File: src/design/cdq_pkg.sv
// Shared types and constants of the circular deque.
`timescale 1ns / 1ps

package cdq_pkg;

    localparam int DATA_W = 32;
    localparam int REQ_W  = 3;
    localparam int CAP_W  = 5;
    localparam int ST_W   = 2;

    // Output tdata: result_data, is_empty, is_full, occupancy, rounded to bytes
    localparam int OUT_BITS   = DATA_W + 2 + CAP_W;
    localparam int OUT_DATA_W = ((OUT_BITS + 7) / 8) * 8;

    localparam logic [CAP_W-1:0] CAP_RESET = 5'd16;

    localparam logic [REQ_W-1:0] REQ_PUSH_FRONT = 3'd0;
    localparam logic [REQ_W-1:0] REQ_PUSH_REAR  = 3'd1;
    localparam logic [REQ_W-1:0] REQ_POP_FRONT  = 3'd2;
    localparam logic [REQ_W-1:0] REQ_POP_REAR   = 3'd3;
    localparam logic [REQ_W-1:0] REQ_PEEK_FRONT = 3'd4;
    localparam logic [REQ_W-1:0] REQ_PEEK_REAR  = 3'd5;

    localparam logic [ST_W-1:0] ST_OK    = 2'd0;
    localparam logic [ST_W-1:0] ST_OVER  = 2'd1;
    localparam logic [ST_W-1:0] ST_UNDER = 2'd2;

    typedef struct packed {
        logic wr_en;
        logic rd_en;
    } t_mem_ctl;

endpackage

File: src/design/cdq_mem.sv
// Entry store of the deque: one write port, one read port with registered data.
`timescale 1ns / 1ps

module cdq_mem #(
    parameter int DEPTH = 16,
    parameter int AW    = 4
) (
    input  logic                       i_clk,
    input  cdq_pkg::t_mem_ctl          i_ctl,
    input  logic [AW-1:0]              i_wr_addr,
    input  logic [cdq_pkg::DATA_W-1:0] i_wr_data,
    input  logic [AW-1:0]              i_rd_addr,
    output logic [cdq_pkg::DATA_W-1:0] o_rd_data
);

    logic [cdq_pkg::DATA_W-1:0] r_mem [DEPTH];
    logic [cdq_pkg::DATA_W-1:0] r_rd_data;

    always_ff @(posedge i_clk) begin
        if (i_ctl.wr_en) begin
            r_mem[i_wr_addr] <= i_wr_data;
        end
        if (i_ctl.rd_en) begin
            r_rd_data <= r_mem[i_rd_addr];
        end
    end

    assign o_rd_data = r_rd_data;

endmodule

File: src/design/circular_deque_core.sv
// Circular deque top level: request handling, ring indices and result register.
//
// Usage:
//   Requests enter on the s_axis channel: tuser carries the request code
//   (push front/rear, pop front/rear, peek front/rear), tdata the word to push.
//   One result per request leaves on m_axis: tuser carries the status
//   (ok, overflow, underflow), tdata the read word, empty and full flags and
//   the occupancy after the request.
//   Pushes, unused codes and underflowing reads: the result is valid the
//   cycle after the transaction. Pops and peeks of a non-empty deque wait
//   in S_READ for the registered read data of the entry store; the
//   next request is taken once the read data sits in the result register.
//   The result register holds until the receiver takes it; while it holds,
//   s_axis tready stays low. A request arriving as the result is taken
//   is accepted in that same cycle.
//   The cfg channel writes the capacity (1..DEPTH, wider values clamp);
//   a write also empties the deque. It is taken only between requests.
//   After reset the deque is empty, capacity is 16, no result is pending.
//   Stored words are not cleared by reset and need no clearing pass.
`timescale 1ns / 1ps

module circular_deque_core #(
    parameter int DEPTH = 16
) (
    input  logic                           i_clk,
    input  logic                           i_rst_n,
    // cfg data: capacity
    input  logic                           i_cfg_valid,
    output logic                           o_cfg_ready,
    input  logic [cdq_pkg::CAP_W-1:0]      i_cfg_data,
    input  logic                           i_s_axis_tvalid,
    output logic                           o_s_axis_tready,
    // tdata: value[31:0]
    input  logic [cdq_pkg::DATA_W-1:0]     i_s_axis_tdata,
    // tuser: req_type[2:0]
    input  logic [cdq_pkg::REQ_W-1:0]      i_s_axis_tuser,
    output logic                           o_m_axis_tvalid,
    input  logic                           i_m_axis_tready,
    // tdata: result_data[31:0], is_empty[32], is_full[33], occupancy[38:34], zero pad
    output logic [cdq_pkg::OUT_DATA_W-1:0] o_m_axis_tdata,
    // tuser: status[1:0]
    output logic [cdq_pkg::ST_W-1:0]       o_m_axis_tuser
);

    localparam int AW = (DEPTH > 1) ? $clog2(DEPTH) : 1;
    localparam int XW = (AW > cdq_pkg::CAP_W) ? AW : cdq_pkg::CAP_W;
    localparam int DW = cdq_pkg::DATA_W;
    localparam int CW = cdq_pkg::CAP_W;
    localparam int PADW = cdq_pkg::OUT_DATA_W - cdq_pkg::OUT_BITS;

    localparam logic S_IDLE = 1'b0;
    localparam logic S_READ = 1'b1;

    function automatic logic [AW-1:0] wrap_dec(input logic [AW-1:0] idx,
                                               input logic [XW-1:0] cap);
        logic [XW-1:0] ix;
        ix = XW'(idx);
        if (ix == '0 || ix >= cap) begin
            return AW'(cap - XW'(1));
        end
        return AW'(ix - XW'(1));
    endfunction

    function automatic logic [AW-1:0] wrap_inc(input logic [AW-1:0] idx,
                                               input logic [XW-1:0] cap);
        logic [XW-1:0] ix;
        ix = XW'(idx) + XW'(1);
        if (ix >= cap) begin
            return '0;
        end
        return AW'(ix);
    endfunction

    logic          r_state, n_state;
    logic [CW-1:0] r_cap;
    logic [AW-1:0] r_front, n_front;
    logic [AW-1:0] r_rear, n_rear;
    logic [CW-1:0] r_fill, n_fill;

    logic          r_out_valid;
    logic [DW-1:0] r_out_data, n_out_data;
    logic [cdq_pkg::ST_W-1:0] r_out_status, n_out_status;
    logic          r_out_empty, n_out_empty;
    logic          r_out_full, n_out_full;
    logic [CW-1:0] r_out_occ;

    logic [XW-1:0] cap_eff;
    logic          dq_empty, dq_full;
    logic          in_fire, cfg_fire, out_fire;
    logic          is_push, is_read, is_pop, at_front;
    logic [cdq_pkg::REQ_W-1:0] req;

    cdq_pkg::t_mem_ctl mem_ctl;
    logic [AW-1:0] wr_addr, rd_addr;
    logic [DW-1:0] rd_data;

    // Capacity clamped to 1..DEPTH
    always_comb begin
        cap_eff = XW'(r_cap);
        if (cap_eff == '0) begin
            cap_eff = XW'(1);
        end else if (cap_eff > XW'(DEPTH)) begin
            cap_eff = XW'(DEPTH);
        end
    end

    assign dq_empty = (r_fill == '0);
    assign dq_full  = (XW'(r_fill) >= cap_eff);

    assign out_fire        = r_out_valid && i_m_axis_tready;
    assign o_cfg_ready     = (r_state == S_IDLE);
    assign o_s_axis_tready = (r_state == S_IDLE) && !i_cfg_valid
                             && (!r_out_valid || i_m_axis_tready);
    assign in_fire         = i_s_axis_tvalid && o_s_axis_tready;
    assign cfg_fire        = i_cfg_valid && o_cfg_ready;

    assign req      = i_s_axis_tuser;
    assign is_push  = (req == cdq_pkg::REQ_PUSH_FRONT) || (req == cdq_pkg::REQ_PUSH_REAR);
    assign is_pop   = (req == cdq_pkg::REQ_POP_FRONT) || (req == cdq_pkg::REQ_POP_REAR);
    assign is_read  = is_pop || (req == cdq_pkg::REQ_PEEK_FRONT)
                      || (req == cdq_pkg::REQ_PEEK_REAR);
    assign at_front = (req == cdq_pkg::REQ_POP_FRONT) || (req == cdq_pkg::REQ_PEEK_FRONT);

    always_comb begin
        n_state       = r_state;
        n_front       = r_front;
        n_rear        = r_rear;
        n_fill        = r_fill;
        n_out_data    = '0;
        n_out_status  = cdq_pkg::ST_OK;
        mem_ctl.wr_en = 1'b0;
        mem_ctl.rd_en = 1'b0;
        wr_addr       = r_rear;
        rd_addr       = at_front ? r_front : r_rear;

        case (r_state)
            S_IDLE: begin
                if (cfg_fire) begin
                    n_front = '0;
                    n_rear  = '0;
                    n_fill  = '0;
                end else if (in_fire) begin
                    if (is_push) begin
                        if (dq_full) begin
                            n_out_status = cdq_pkg::ST_OVER;
                        end else begin
                            if (dq_empty) begin
                                n_front = '0;
                                n_rear  = '0;
                            end else if (req == cdq_pkg::REQ_PUSH_FRONT) begin
                                n_front = wrap_dec(r_front, cap_eff);
                            end else begin
                                n_rear = wrap_inc(r_rear, cap_eff);
                            end
                            wr_addr = (req == cdq_pkg::REQ_PUSH_FRONT) ? n_front : n_rear;
                            mem_ctl.wr_en = 1'b1;
                            n_fill = r_fill + CW'(1);
                        end
                    end else if (is_read) begin
                        if (dq_empty) begin
                            n_out_status = cdq_pkg::ST_UNDER;
                            n_out_data   = '1;
                        end else begin
                            mem_ctl.rd_en = 1'b1;
                            n_state       = S_READ;
                            if (is_pop) begin
                                if (r_fill == CW'(1)) begin
                                    n_front = '0;
                                    n_rear  = '0;
                                end else if (at_front) begin
                                    n_front = wrap_inc(r_front, cap_eff);
                                end else begin
                                    n_rear = wrap_dec(r_rear, cap_eff);
                                end
                                n_fill = r_fill - CW'(1);
                            end
                        end
                    end
                end
            end
            S_READ: begin
                n_state = S_IDLE;
            end
            default: begin
                n_state = S_IDLE;
            end
        endcase
    end

    assign n_out_empty = (n_fill == '0);
    assign n_out_full  = (XW'(n_fill) >= cap_eff);

    always_ff @(posedge i_clk) begin
        if (!i_rst_n) begin
            r_state     <= S_IDLE;
            r_cap       <= cdq_pkg::CAP_RESET;
            r_front     <= '0;
            r_rear      <= '0;
            r_fill      <= '0;
            r_out_valid <= 1'b0;
        end else begin
            r_state <= n_state;
            r_front <= n_front;
            r_rear  <= n_rear;
            r_fill  <= n_fill;
            if (cfg_fire) begin
                r_cap <= i_cfg_data;
            end
            // Reads finish in S_READ, when the store data is back
            if (r_state == S_READ) begin
                r_out_valid <= 1'b1;
            end else if (in_fire) begin
                r_out_valid <= !mem_ctl.rd_en;
            end else if (out_fire) begin
                r_out_valid <= 1'b0;
            end
        end
    end

    always_ff @(posedge i_clk) begin
        if (in_fire) begin
            r_out_data   <= n_out_data;
            r_out_status <= n_out_status;
            r_out_empty  <= n_out_empty;
            r_out_full   <= n_out_full;
            r_out_occ    <= n_fill;
        end else if (r_state == S_READ) begin
            r_out_data <= rd_data;
        end
    end

    cdq_mem #(
        .DEPTH (DEPTH),
        .AW    (AW)
    ) u_mem (
        .i_clk     (i_clk),
        .i_ctl     (mem_ctl),
        .i_wr_addr (wr_addr),
        .i_wr_data (i_s_axis_tdata),
        .i_rd_addr (rd_addr),
        .o_rd_data (rd_data)
    );

    assign o_m_axis_tvalid = r_out_valid;
    assign o_m_axis_tdata  = {{PADW{1'b0}}, r_out_occ, r_out_full, r_out_empty, r_out_data};
    assign o_m_axis_tuser  = r_out_status;

endmodule

File: config.mk
export PLATFORM = sky130hd
export DESIGN_NAME = circular_deque_core
export DESIGN_NICKNAME = d
export VERILOG_FILES = /design/src/design/cdq_pkg.sv /design/src/design/cdq_mem.sv /design/src/design/circular_deque_core.sv
export SDC_FILE = /design/constraint.sdc
export NUM_CORES = 1
export LEC_CHECK = 0
export BUFFER_PORTS_ARGS = -buffer_cell sky130_fd_sc_hd__buf_2
export CORE_MARGIN = 2
export CORE_UTILIZATION = 47
export DETAILED_ROUTE_END_ITERATION = 7
export PLACE_DENSITY = 0.66
export SLEW_MARGIN = 15
export SYNTH_ARGS = -nofsm -noshare
export SYNTH_HDL_FRONTEND = slang
export SYNTH_SLANG_ARGS = --single-unit
File: constraint.sdc
create_clock -name i_clk -period 6.44 [get_ports i_clk]
set_input_delay 0.322 -clock i_clk [delete_from_list [all_inputs] [get_ports i_clk]]
set_output_delay 0.322 -clock i_clk [all_outputs]
set_load 0.01 [all_outputs]
# Word level (Yosys, flattened, before mapping)

Memories as Yosys holds them, arrays and structs flattened. A register that Yosys moved wholly into a read port is not among the register bits.
Index checks and enable logic that the tools add are counted.

Output and inout bits: 45
Register bits after elaboration: 61
Memories kept: 1
Input bits: 45
RAM bits: 512
Word-level logic and storage cells: 177

Memory list:

| name        | words | bits a word | rd ports | clocked after memory_dff | wr ports | line          | RTL |
|---|---|---|---|---|---|---|---|
| u_mem.r_mem | 16    | 32          | 1        | 1                        | 1        | cdq_mem.sv:16 | `logic [cdq_pkg::DATA_W-1:0] r_mem [DEPTH];` |

Equality and inequality tests: 9
Order comparisons: 7
Bitwise operators: 1
Add/subtract/negate cells: 7
Reductions and logical operators: 31
Muxes and demuxes: 110

Operators by type and width:

| cell                                                                | number |
|---|---|
| 32-bit two-way mux                                                  | 7 |
| 4-bit two-way mux                                                   | 37 |
| 5-bit two-way mux                                                   | 10 |
| 1-bit two-way mux                                                   | 49 |
| 5-bit greater-or-equal comparator                                   | 4 |
| 5-bit logical NOT                                                   | 3 |
| 7-bit AND reduction                                                 | 2 |
| 2-bit two-way mux                                                   | 6 |
| 4-bit by 1-bit subtractor with 4-bit output (second input constant) | 3 |
| 4-bit by 1-bit adder with 5-bit output (second input constant)      | 2 |
| 4-bit by 5-bit greater-or-equal comparator with 1-bit output        | 2 |
| 3-bit nonzero test                                                  | 3 |
| 4-bit logical NOT                                                   | 2 |
| 1-bit logical OR                                                    | 8 |
| 3-bit by 2-bit == test with 1-bit output (second input constant)    | 2 |
| 3-bit == test (second input constant)                               | 2 |
| 5-bit by 1-bit adder with 5-bit output (second input constant)      | 1 |
| 5-bit by 1-bit == test with 1-bit output (second input constant)    | 1 |
| 5-bit greater-than comparator (second input constant)               | 1 |
| 1-bit logical AND                                                   | 5 |
| 5-bit by 1-bit subtractor with 5-bit output (second input constant) | 1 |
| 4-bit by 3-bit != test with 1-bit output (second input constant)    | 1 |
| 2-bit nonzero test                                                  | 2 |
| 4-bit nonzero test                                                  | 1 |
| other kinds (8)                                                     | 10 |

# Longest topological paths before layout

Gate-level depths: netlist of the first run.

Depth after elaboration: 24
Mapped depth: 18
Gate-level depth less buffers: 18

# By module

Synthesis of the first run repeated with hierarchy kept, for this count alone.

Cell total of the unflattened synthesis: 1,243
Area total of the unflattened synthesis: 24,121.9 um^2

Modules (own cells, without submodules):

| module              | seq. area each (um^2) | area each (um^2) | instances | cells each |
|---|---|---|---|---|
| cdq_mem             | 16,335.7              | 20,155.6         | 1         | 838 |
| circular_deque_core | 1,631.6               | 3,966.3          | 1         | 405 |

# Worst setup path after synthesis of the first run

No wires, ideal clock.

Path type: flip-flop to flip-flop
Start point: reg r_cap[1]
End point: mem u_mem.r_mem[7][0] (netlist name), enable pin
Arrival time: 5.748 ns
Required time: 5.938 ns
Setup slack: 0.190 ns
Period minus slack after synthesis: 6.250 ns
Stages on the path, launching flop included: 12
Library setup time: 0.502 ns
Buffers on the path: 0
Cells stage by stage: dfxtp_1 -> nor3_1 -> nor2_1 -> nor2_1 -> ha_1 -> nand2b_1 -> a2111oi_2 -> o21ai_2 -> mux2_2 -> o21a_1 -> a21oi_1 -> nor4_1

Longest elaborated chain between the ends: 22
Elaborated cells on any way between the ends: 45
Those cells by class: add/sub (1); order compare (4); mux (38); reduce/logical (2)

Ends and longest elaborated chain:

| element                                                      | line                       | RTL |
|---|---|---|
| start, declared                                              | circular_deque_core.sv:75  | `logic [CW-1:0] r_cap;` |
| start signal, assigned                                       | circular_deque_core.sv:196 | `r_cap <= cdq_pkg::CAP_RESET;` |
| start signal, assigned                                       | circular_deque_core.sv:207 | `r_cap <= i_cfg_data;` |
| 5-bit greater-than comparator                                | circular_deque_core.sv:102 | `end else if (cap_eff > XW'(DEPTH)) begin` |
| 5-bit two-way mux                                            | circular_deque_core.sv:102 |  |
| 5-bit two-way mux *                                          | circular_deque_core.sv:100 | `if (cap_eff == '0) begin` |
| 4-bit by 5-bit greater-or-equal comparator with 1-bit output | circular_deque_core.sv:58  | `if (ix == '0 \|\| ix >= cap) begin` |
| 1-bit logical OR                                             | circular_deque_core.sv:58  |  |
| 1-bit two-way mux                                            | circular_deque_core.sv:58  |  |
| 1-bit two-way mux                                            | circular_deque_core.sv:150 | `end else if (req == cdq_pkg::REQ_PUSH_FRONT) begin` |
| 1-bit two-way mux                                            | circular_deque_core.sv:147 | `if (dq_empty) begin` |
| [6 not listed]                                               | --                         |  |
| 4-bit two-way mux                                            | circular_deque_core.sv:150 |  |
| 4-bit two-way mux                                            | circular_deque_core.sv:147 |  |
| 4-bit two-way mux                                            | circular_deque_core.sv:155 | `wr_addr = (req == cdq_pkg::REQ_PUSH_FRONT) ? n_front : n_rear;` |
| 4-bit two-way mux                                            | circular_deque_core.sv:144 | `if (dq_full) begin` |
| 4-bit two-way mux                                            | circular_deque_core.sv:143 | `if (is_push) begin` |
| 4-bit two-way mux                                            | circular_deque_core.sv:142 | `end else if (in_fire) begin` |
| 4-bit two-way mux                                            | circular_deque_core.sv:138 | `if (cfg_fire) begin` |
| 4-bit two-way mux                                            | circular_deque_core.sv:136 | `case (r_state)` |
| end, declared                                                | cdq_mem.sv:16              |  |

Mark *: on every way between the ends. The rest lies on a longest branch, timed or not. The select of a mux whose other input is x is not followed.

# Final worst setup path of the first run

Start point: reg r_cap[1]
End point: mem u_mem.r_mem[14][10] (netlist name), enable pin

Same word-level chain as after synthesis.

==> results.py, run 1 <==
metrics = {
    "routing": {
        "antenna_left": 0,
        "drc": 0,
        "via_per_inst": 5.758,
        "vias": 15550,
        "drt_iter0_drc": 1535,
        "routedWlPerCell_microns": 22.69,
        "wirelength_microns": 61290,
        "dr.pass1.iters": 6,
    },
    "critical_path": {
        "crit_path_start_kind": "register",
        "crit_arrival_ns": 4.95,
        "crit_type": "reg -> reg",
        "worstPathRequired_ns": 6.76,
        "crit_path_max_fanout": 17,
        "end_kind": "register",
    },
    "cts": {
        "clkSlewWorstSetupHoldPaths_ns": 0.06,
        "cts_buffers": 61,
        "clock_latency_ns": 0.64,
        "cts_max_path_buffers": 3,
        "cts_num_sinks": 605,
        "tritoncts": "yes",
        "cts_root_buf": "clkbuf_16",
        "htreeDepth": 2,
    },
    "floorplanning": {
        "ios": 90,
        "coreArea_sq_um": 52760,
        "core.rowCount": 84,
        "die_y_microns": 235.6,
        "start_util_pct": 47.77,
        "die-area_sq_um": 55490,
        "die_w_microns": 235.6,
    },
    "global_routing": {
        "grt_antenna_before_repair": 1,
        "grt_pass1_vias": 15100,
        "grt_max_degree": 142,
        "grt-ovfl-total": 0,
        "grt_pass1_wl_microns": 92260,
        "grtUsageTotal_pct": 21.80,
    },
    "timing": {
        "layout_min_cycle_time_ns": 4.639,
        "slew_headroom_pct": 23.14,
        "rsz0062_at_grt": "false",
        "finalCritPeriodShare_pct": 72.03,
        "final_max_slew_viol_count": 0,
        "fmax_mhz": 215.6,
        "worst_pin_slew_ns": 1.153,
        "whs_ns": 0.03991,
        "hold_violations": 0,
        "setup_tns_ns": 0,
        "skew_ns": 0.02842,
        "setup_viol": 0,
    },
    "layout": {
        "nNetsFinal": 2043,
        "area_delta_synth_final_pct": 13.66,
        "fin_util_pct": 54.29,
        "drive_above_1_share_pct": 12.17,
        "n_fill_cell": 4303,
        "n_antenna_cell": 0,
    },
    "placement": {
        "port_buffers": 88,
        "dp_hpwl_microns": 35400,
        "gp_congestion": 0.8707,
    },
    "power_and_ir_drop": {
        "powerDensity_nw_per_um2": 305.4,
        "leakage_uw": 0.01072,
        "power.total_uw": 8748,
        "irDropWorstVdd_uv": 191.9,
    },
    "synth": {
        "synthTopCellsByArea": "edfxtp_1 70%, nand2_1 7.3%, mux2i_1 4.1%, nand3_1 2.3%, ha_1 1.9%",
        "yosysUniqueCellTypes": 65,
        "yosysWarnings": 0,
        "synth_area_sq_um": 25200,
        "syn_avg_cell_area_sq_um": 13.34,
        "synth-seq-cells": 605,
        "ys_seq_area_share_pct": 71.29,
        "yosys.area.top_type": "edfxtp_1",
        "ys.flop_type": "edfxtp_1",
        "syn_inst": 1889,
        "synth-edff-count": 585,
        "syn-num-nets": 1972,
        "synth_top_area_share_pct": 69.71,
        "async_flop_share_pct": 0,
    },
    "flow_run": {
        "drv_cap": 0,
    },
    "min_path": {
        "hold_class": "in -> reg",
    },
    "outcome": {
        "status": "complete, no violations",
    },
}
==> final timing paths <==
path | slack, ns | depth (start not counted) | from | endpoint
max | 1.80 | 12 | r_cap[1]$_SDFFE_PN0P_ | u_mem.r_mem[14][10]$_DFFE_PP_
min reg2reg | 0.48 | 2 | r_cap[0]$_SDFFE_PN0P_ | r_cap[0]$_SDFFE_PN0P_
max reg2reg | 1.80 | 12 | r_cap[1]$_SDFFE_PN0P_ | u_mem.r_mem[14][10]$_DFFE_PP_
min | 0.04 | 2 | i_rst_n | r_cap[4]$_SDFFE_PN1P_
==> Yosys cell counts (13+ instances only) <==
library cell	instances
a32oi_1	33
a21oi_1	31
inv_1	19
nand3_1	117
a21o_1	37
o221ai_1	34
nor2_1	29
dfxtp_1	20
mux2i_1	104
nand3b_1	32
o21ai_0	76
ha_1	38
buf_2	23
clkbuf_1	75
edfxtp_1	585
nand2_1	492
nor3_1	13
==> cell families (layout without fill, tap and decap cells) <==
group	count (synthesis)	after routing	share of synthesized area [%]
mux	108	108	4.319
xor+xnor	11	11	0.4121
other cells	1	1	0.01488
flops	605	605	71.29
simple gates	730	730	12.58
compound gates	263	263	7.259
buf+inv	132	256	2.199
fa+ha+maj	39	39	1.926
==> sequential cells by signal, summed over array words and instances, names as in the netlist, 2 cells and up <==
name             cells
u_mem.r_mem        512
r_out_data          32
u_mem.o_rd_data     32
r_cap                5
r_fill               5
r_out_occ            5
r_front              4
r_rear               4
o_m_axis_tuser       2
==> critical path, stage by stage, from the launching register on <==
cell	delay [ns]
dfxtp_1	0.33
nor3_1	0.18
nor2_1	0.07
nor2_1	0.27
buf_4	0.24
ha_1	0.24
nor2b_1	0.16
o21a_1	0.22
o21bai_1	0.17
nor3_1	0.62
nand3_1	0.57
a21oi_4	0.84
buf_4	0.41
==> metal layers <==
layer	global-route usage [%]	share of wire (%)	up-vias	wire length (microns)
li1	-	-	7153	-
met1	30.42	43	7725	26630
met2	35.53	48	570	29150
met3	3.424	6.6	105	4054
met4	6.312	2.4	0	1459
met5	0	0	-	0
==> metrics by stage <==
stage	cells	setup slack [ns]	cell area (sq um)
2_1_floorplan	1889	0.1902	25200
3_3_place_gp	2575	2.023	26410
3_5_place_dp	2577	1.862	26450
4_1_cts	2698	1.870	28560
5_1_grt	2701	1.470	28640
6_report	2701	1.801	28640
==> final cells by class <==
class	count	area, sq um	share of cell area (%)
clock buffers	73	1593	5.561
clock inverters	43	465.4	1.625
multi-input cells	1152	6850	23.92
repair buffers	121	835.8	2.918
well taps	688	860.8	3.005
inverters	19	71.32	0.2490
flip-flops and latches	605	17970	62.73
==> cells in the final DEF (no fill, tap or decap), drive strengths merged, types with 31 or more instances in the layout <==
cell type / instances
nor2: 31
a21o: 37
buf: 116
o221ai: 34
nand2: 492
nand3b: 32
a21oi: 31
edfxtp: 585
nand3: 117
clkbuf: 73
ha: 38
a32oi: 33
mux2i: 105
o21ai: 79
==> what timing repair did <==
item	4_1_cts	5_1_grt
gates resized for setup	0	0
buffers inserted	0	0
hold endpoints to repair	5	0
hold buffers	5	0
==> where the power goes <==
group / switching (uW) / leakage, uW / internal [uW]
registers: 19.3 / 0.00544 / 4350
clock network: 1490 / 0.000991 / 2120
logic: 527 / 0.00429 / 242
total: 2030 / 0.0107 / 6720
No activity file was read; power rests on OpenSTA's default activity.
==> inputs of run 2 (changes only) <==
- ABC_AREA: not set -> 1
- PLACE_DENSITY: 0.66 -> not set
- clock period: 6.44 -> 4.8 ns (I/O delays scaled with it)
==> run 2 against run 1 <==
- worst setup slack got worse by 1.1 ns
- maximum frequency rose by 14%
- sequential power rose by 34%
- final cell count rose by 5.2%
- global-route usage rose by 0.91 points
- via count rose by 5.2%
- critical endpoint is now u_mem.r_mem[2][26]$_DFFE_PP_
- core utilization fell by 0.70 points
- synthesized area rose by 0.33%
- register-to-register slack got worse by 1.1 ns
==> results.py, run 2 <==
metrics = {
    "outcome": {
        "status": "complete, no violations",
    },
    "layout": {
        "area_delta_synth_final_pct": 13.38,
        "largest_reg_flops": 512,
        "drive_above_1_share_pct": 11.61,
        "layout_commonest_cell": "edfxtp_1",
        "final_cell_mix": "585 x edfxtp_1, 270 x o21ai_0, 227 x nand2_1, 221 x nor2_1, 97 x o211ai_1",
        "n_antenna_cell": 0,
        "largest_register": "u_mem.r_mem",
        "nNetsFinal": 2182,
    },
    "timing": {
        "worst_pin_slew_ns": 1.070,
        "hold_violations": 0,
        "fmax_mhz": 246.4,
        "setup_viol": 0,
        "setup_tns_ns": 0,
        "slew_headroom_pct": 28.39,
        "setup_ws_ns": 0.7420,
        "final_max_slew_viol_count": 0,
        "skew_ns": 0.01957,
        "layout_min_cycle_time_ns": 4.058,
        "rsz0062_at_grt": "false",
        "finalCritPeriodShare_pct": 84.54,
    },
    "power_and_ir_drop": {
        "pwr-share-comb_pct": 10.0,
        "pwr-share-clk_pct": 38.7,
        "intPower_uw": 8675,
        "leakage_uw": 0.009895,
        "switchingPower_uw": 2769,
        "power.total_uw": 11440,
        "powerDensity_nw_per_um2": 399.2,
        "irDropWorstVdd_uv": 323.5,
        "seqPwrFrac_pct": 51.3,
        "sw_frac_of_total_pct": 24.20,
    },
    "global_routing": {
        "grt_pass1_wl_microns": 96660,
        "grt_pass1_vias": 15920,
        "grt-ovfl-total": 0,
        "grt_util_met3_pct": 3.429,
        "grt_antenna_before_repair": 0,
        "grt_max_degree": 133,
        "grtUsageMet2_pct": 36.14,
        "grt_util_met1_pct": 32.67,
        "grt.busiest_layer": "met2",
        "grtUsageTotal_pct": 22.70,
    },
    "synth": {
        "yosysUniqueCellTypes": 39,
        "ys.flop_type": "edfxtp_1",
        "synth-seq-cells": 605,
        "yosys.area.top_type": "edfxtp_1",
        "synthTopCellsByCount": "585 x edfxtp_1, 270 x o21ai_0, 237 x nor2_1, 227 x nand2_1, 97 x o211ai_1",
        "synth-edff-count": 585,
        "yosysWarnings": 0,
        "synthTopCellsByArea": "edfxtp_1 69%, o21ai_0 5.3%, nor2_1 3.5%, nand2_1 3.4%, o211ai_1 2.9%",
        "syn_inst": 2007,
        "syn_avg_cell_area_sq_um": 12.60,
        "synth_area_sq_um": 25280,
        "syn-num-nets": 2090,
        "ys_seq_area_share_pct": 71.06,
        "yosys.cell_count.top_type": "edfxtp_1",
        "synth_top_area_share_pct": 69.48,
        "async_flop_share_pct": 0,
    },
    "min_path": {
        "hold_depth": 1,
        "hold_class": "in -> reg",
    },
    "floorplanning": {
        "start_util_pct": 47.26,
        "ios": 90,
        "coreArea_sq_um": 53500,
        "core.rowCount": 85,
        "die_y_microns": 235.9,
        "die-area_sq_um": 55670,
        "die_w_microns": 235.9,
    },
    "routing": {
        "drt_iter0_drc": 1504,
        "antenna_left": 0,
        "wirelength_microns": 62990,
        "vias": 16360,
        "dr.pass1.iters": 5,
        "drc": 0,
        "routedWlPerCell_microns": 22.17,
        "via_per_inst": 5.757,
    },
    "cts": {
        "clock_latency_ns": 0.62,
        "tritoncts": "yes",
        "cts_max_path_buffers": 3,
        "postCtsSetupRepairBufs": 0,
        "cts_root_buf": "clkbuf_16",
        "htreeDepth": 2,
        "cts_num_sinks": 605,
        "cts_buffers": 61,
        "clkSlewWorstSetupHoldPaths_ns": 0.07,
    },
    "critical_path": {
        "end_kind": "register",
        "r2r_slack_ns": 0.74,
        "crit_path_start_kind": "register",
        "worstPathRequired_ns": 5.11,
        "critPathCapture": "u_mem.r_mem[2][26]$_DFFE_PP_",
        "crit_type": "reg -> reg",
        "crit_start": "r_cap[4]$_SDFFE_PN1P_",
        "timing.rr.end": "u_mem.r_mem[2][26]$_DFFE_PP_",
        "crit_arrival_ns": 4.36,
        "crit_path_max_fanout": 21,
        "reg2reg_depth": 14,
        "r2r-start": "r_cap[4]$_SDFFE_PN1P_",
    },
    "flow_run": {
        "drv_cap": 0,
    },
    "placement": {
        "gp_congestion": 0.8612,
        "place_ws_ns": 0.8240,
        "port_buffers": 88,
        "dp_hpwl_microns": 36640,
    },
}
==> run 2: changes by cell type in the layout (fill, tap and decap cells not counted), sizes merged, moves of 37 or more <==
cell	before	now
o211ai	2	97
mux2i	105	0
o21bai	1	53
a21o	37	0
nand2	492	230
inv	21	98
o21ai	79	311
nor2	31	239
==> run 2: worst max-delay path, stage by stage, from the launching register on <==
cell,delay [ns]
dfxtp_1,0.35
inv_1,0.28
nand2_1,0.34
ha_1,0.41
nand2_1,0.08
inv_1,0.03
o21ai_0,0.19
nand4_1,0.21
nor2_2,0.31
buf_4,0.23
inv_2,0.06
nand2_1,0.12
nand3_1,0.34
nor2_4,0.50
buf_12,0.25
==> run 2: final cells by class <==
type                    instances  area [sq um]
clock inverters                29         187.7
inverters                     103         389.1
flip-flops and latches        605         17970
multi-input cells            1179          6475
clock buffers                  80          1640
fillers                      4538         24830
repair buffers                149          1136
well taps                     696         870.8
==> run 2: how the worst min path moves through the flow <==
stage	slack (ns)	endpoint	from
final	0.03	u_mem.r_mem[7][19]$_DFFE_PP_	i_s_axis_tdata[19]
after global routing	0.01	u_mem.r_mem[0][24]$_DFFE_PP_	i_s_axis_tdata[24]
after CTS	0.0007	u_mem.r_mem[13][24]$_DFFE_PP_	i_s_axis_tdata[24]
after detailed placement	0.48	r_cap[4]$_SDFFE_PN1P_	i_cfg_data[4]
after global placement	0.47	r_cap[1]$_SDFFE_PN0P_	i_cfg_data[1]
after floorplan	0.34	u_mem.r_mem[0][0]$_DFFE_PP_	i_s_axis_tdata[0]
==> run 2: repair_timing <==
| action | CTS | global route |
|---|---|---|
| endpoints found under the hold margin | 36 | 0 |
| hold buffers | 15 | 0 |
| resized for setup | 0 | 0 |
==> run 2: power by group through the flow <==
stage / registers (uW) / clock network, uW / logic [uW]
detailed placement: 5990 / 0 / 1130
floorplan: 5990 / 0 / 717
finish: 5870 / 4430 / 1140
global route: 5880 / 4700 / 1280
global placement: 5990 / 0 / 1120
CTS: 5870 / 4490 / 1150
==> run 2: metal layers <==
layer	wire (microns)	share of wire, %
met5	0	0
met1	28520	45
met2	29050	46
met4	1445	2.3
met3	3967	6.3
==> run 2: logic make-up after synthesis <==
| kind of cell | share of synthesized area [%] |
|---|---|
| adder cells (fa/ha/maj) | 1.880 |
| other | 0.01483 |
| buffers and inverters | 3.939 |
| XOR/XNOR | 0.4157 |
| AO/OA/AOI/OAI | 13.15 |
| flip-flops | 71.06 |
| AND/OR/NAND/NOR | 9.541 |
==> run 2: through the flow <==
step / cells / utilization, % / cell area (sq um) / hold WS, ns
3_3_place_gp: 2717 / 49.89 / 26690 / 0.4658
5_1_grt: 2841 / 53.59 / 28670 / 0.01311
4_1_cts: 2841 / 53.59 / 28670 / 0.0006999
2_1_floorplan: 2007 / - / 25280 / 0.3389
3_5_place_dp: 2717 / 49.89 / 26690 / 0.4756
6_report: 2841 / 53.59 / 28670 / 0.02504
==> inputs of run 3 (changes only) <==
- PLACE_DENSITY: not set -> 0.66
- clock period: 4.8 -> 3.6 ns (I/O delays scaled with it)
==> run 3 against run 2 <==
- the run now ends with antenna violations left
- first-iteration DRC count up 6.9%
- sequential share of layout area down 1.5 points
- final area up 2.5%
- clock power up 29%
- worst setup slack worse by 0.49 ns
- flip-flop and latch count unchanged
- via count up 1.7%
- non-clock buffer count up 66
- die area unchanged
- clock skew up 0.017 ns
- sequential power up 33%
- largest power group unchanged
==> results.py, run 3 (synthesis results as in run 2) <==
metrics = {
    "layout": {
        "drive_above_1_share_pct": 13.41,
        "layout_commonest_cell": "edfxtp_1",
        "n_fill_cell": 4441,
        "largest_reg_flops": 512,
        "nNetsFinal": 2247,
        "largest_register": "u_mem.r_mem",
        "final_cell_mix": "585 x edfxtp_1, 270 x o21ai_0, 224 x nand2_1, 221 x nor2_1, 97 x o211ai_1",
        "area_delta_synth_final_pct": 16.22,
    },
    "global_routing": {
        "grt_pass1_vias": 16190,
        "grt-ovfl-total": 0,
        "grtUsageTotal_pct": 22.68,
        "grt_antenna_before_repair": 2,
        "grt_max_degree": 137,
        "grt_pass1_wl_microns": 96750,
    },
    "critical_path": {
        "crit_type": "reg -> reg",
        "timing.rr.end": "u_mem.r_mem[0][13]$_DFFE_PP_",
        "crit_path_max_fanout": 10,
        "crit_path_start_kind": "register",
        "crit_chain": "inv_2 > nand2_1 > ha_1 > nand2_1 > inv_1 > o21ai_0 > nand4_1 > nor2_4 > buf_4 > nor2_1 > a21oi_2 > nand3_2 > nor2_4 > buf_4",
        "end_kind": "register",
        "r2r-start": "r_cap[4]$_SDFFE_PN1P_",
        "cpPeakStageDelay_ns": 0.36,
        "crit_slowest_cell": "dfxtp_1",
        "worstPathRequired_ns": 3.91,
        "reg2reg_depth": 14,
        "crit_arrival_ns": 3.66,
        "r2r_slack_ns": 0.25,
    },
    "cts": {
        "cts_num_sinks": 605,
        "clkSlewWorstSetupHoldPaths_ns": 0.06,
        "cts_buffers": 60,
        "cts_root_buf": "clkbuf_16",
        "clock_latency_ns": 0.63,
        "cts_max_path_buffers": 3,
        "htreeDepth": 2,
        "tritoncts": "yes",
    },
    "routing": {
        "via_per_inst": 5.722,
        "drc": 0,
        "drt_iter0_drc": 1608,
        "antenna_left": 1,
        "vias": 16640,
        "routedWlPerCell_microns": 21.72,
        "dr.pass1.iters": 5,
        "wirelength_microns": 63170,
    },
    "min_path": {
        "hold_depth": 4,
        "hold_end": "r_state$_SDFF_PP0_",
        "hp-start": "i_s_axis_tuser[2]",
        "hold_class": "in -> reg",
    },
    "timing": {
        "worst_pin_slew_ns": 0.9582,
        "setup_viol": 0,
        "whs_ns": 0.07639,
        "layout_min_cycle_time_ns": 3.350,
        "finalCritPeriodShare_pct": 93.06,
        "slew_headroom_pct": 35.96,
        "fmax_mhz": 298.5,
        "hold_violations": 0,
        "final_max_slew_viol_count": 0,
        "skew_ns": 0.03662,
    },
    "floorplanning": {
        "start_util_pct": 47.26,
        "die_y_microns": 235.9,
        "coreArea_sq_um": 53500,
        "ios": 90,
        "die-area_sq_um": 55670,
        "core.rowCount": 85,
        "die_w_microns": 235.9,
    },
    "power_and_ir_drop": {
        "irDropWorstVdd_uv": 456.5,
        "powerDensity_nw_per_um2": 517.4,
        "leakage_uw": 0.01022,
        "power.total_uw": 15200,
    },
    "outcome": {
        "violations": "antenna violations",
        "status": "complete, but fails checks",
    },
    "placement": {
        "gp_congestion": 0.8816,
        "port_buffers": 88,
        "dp_hpwl_microns": 38080,
    },
    "flow_run": {
        "drv_cap": 0,
    },
}
-- run 3: area by class of cell --
cell class	count	area, sq um	share of cell area (%)
clock buffer	76	1604	5.459
clock inverter	29	175.2	0.5961
timing repair buffer	215	1854	6.310
multi-input combinational	1179	6510	22.15
antenna	5	12.51	0.04258
sequential	605	17970	61.15
tap	696	870.8	2.964
inverter	103	389.1	1.324
-- run 3: power by group --
| part | switching, uW | internal [uW] | leakage (uW) |
|---|---|---|---|
| clock network | 2530 | 3190 | 0.000867 |
| registers | 26.0 | 7800 | 0.00544 |
| logic | 1150 | 507 | 0.00391 |
-- run 3: metal layers --
layer / vias up / track usage [%] / share of wire [%]
met3: 111 / 2.820 / 6.2
met4: 0 / 7.315 / 2.8
met1: 8187 / 32.66 / 45
met5: - / 0 / 0
met2: 632 / 36.08 / 46
li1: 7710 / - / -
-- run 3: stage by stage --
| stage | utilization, % | worst slack (ns) | setup TNS, ns | cells | cell area (sq um) |
|---|---|---|---|---|---|
| final | 54.93 | 0.2500 | 0 | 2908 | 29380 |
| after global routing | 54.91 | -0.001414 | -0.001414 | 2903 | 29370 |
| after CTS | 54.82 | 0.08208 | 0 | 2902 | 29330 |
| after detailed placement | 50.67 | 0.1382 | 0 | 2753 | 27110 |
| after global placement | 50.67 | 0.1709 | 0 | 2753 | 27110 |
| after floorplan | - | -0.4733 | -171.38 | 2007 | 25290 |
-- run 3: worst max-delay path by stage --
| stage | start | to | slack (ns) | cells past startpoint |
|---|---|---|---|---|
| after global routing | r_rear[1]$_SDFFE_PN0P_ | u_mem.r_mem[3][6]$_DFFE_PP_ | -0.001 | 15 |
| after floorplan | r_cap[0]$_SDFFE_PN0P_ | u_mem.r_mem[0][0]$_DFFE_PP_ | -0.47 | 15 |
| after global placement | r_cap[4]$_SDFFE_PN1P_ | u_mem.r_mem[3][6]$_DFFE_PP_ | 0.17 | 15 |
| after CTS | r_cap[4]$_SDFFE_PN1P_ | u_mem.r_mem[2][0]$_DFFE_PP_ | 0.08 | 14 |
| final | r_cap[4]$_SDFFE_PN1P_ | u_mem.r_mem[0][13]$_DFFE_PP_ | 0.25 | 14 |
| after detailed placement | r_cap[4]$_SDFFE_PN1P_ | u_mem.r_mem[2][30]$_DFFE_PP_ | 0.14 | 14 |
-- run 3: critical path: cells and delay by family (launching register included) --
family / cells / cell delay [ns]
AO/OA/AOI/OAI: 2 / 0.43
AND/OR/NAND/NOR: 7 / 1.25
flip-flops: 1 / 0.36
adder cells (fa/ha/maj): 1 / 0.34
buffers and inverters: 4 / 0.65
-- run 3: what timing repair did --
action / 4_1_cts / 5_1_grt
resized for setup: 0 / 11
endpoints found under the setup margin: 0 / 513
setup buffers: 0 / 1
hold endpoints to repair: 499 / 0
hold buffers: 44 / 0
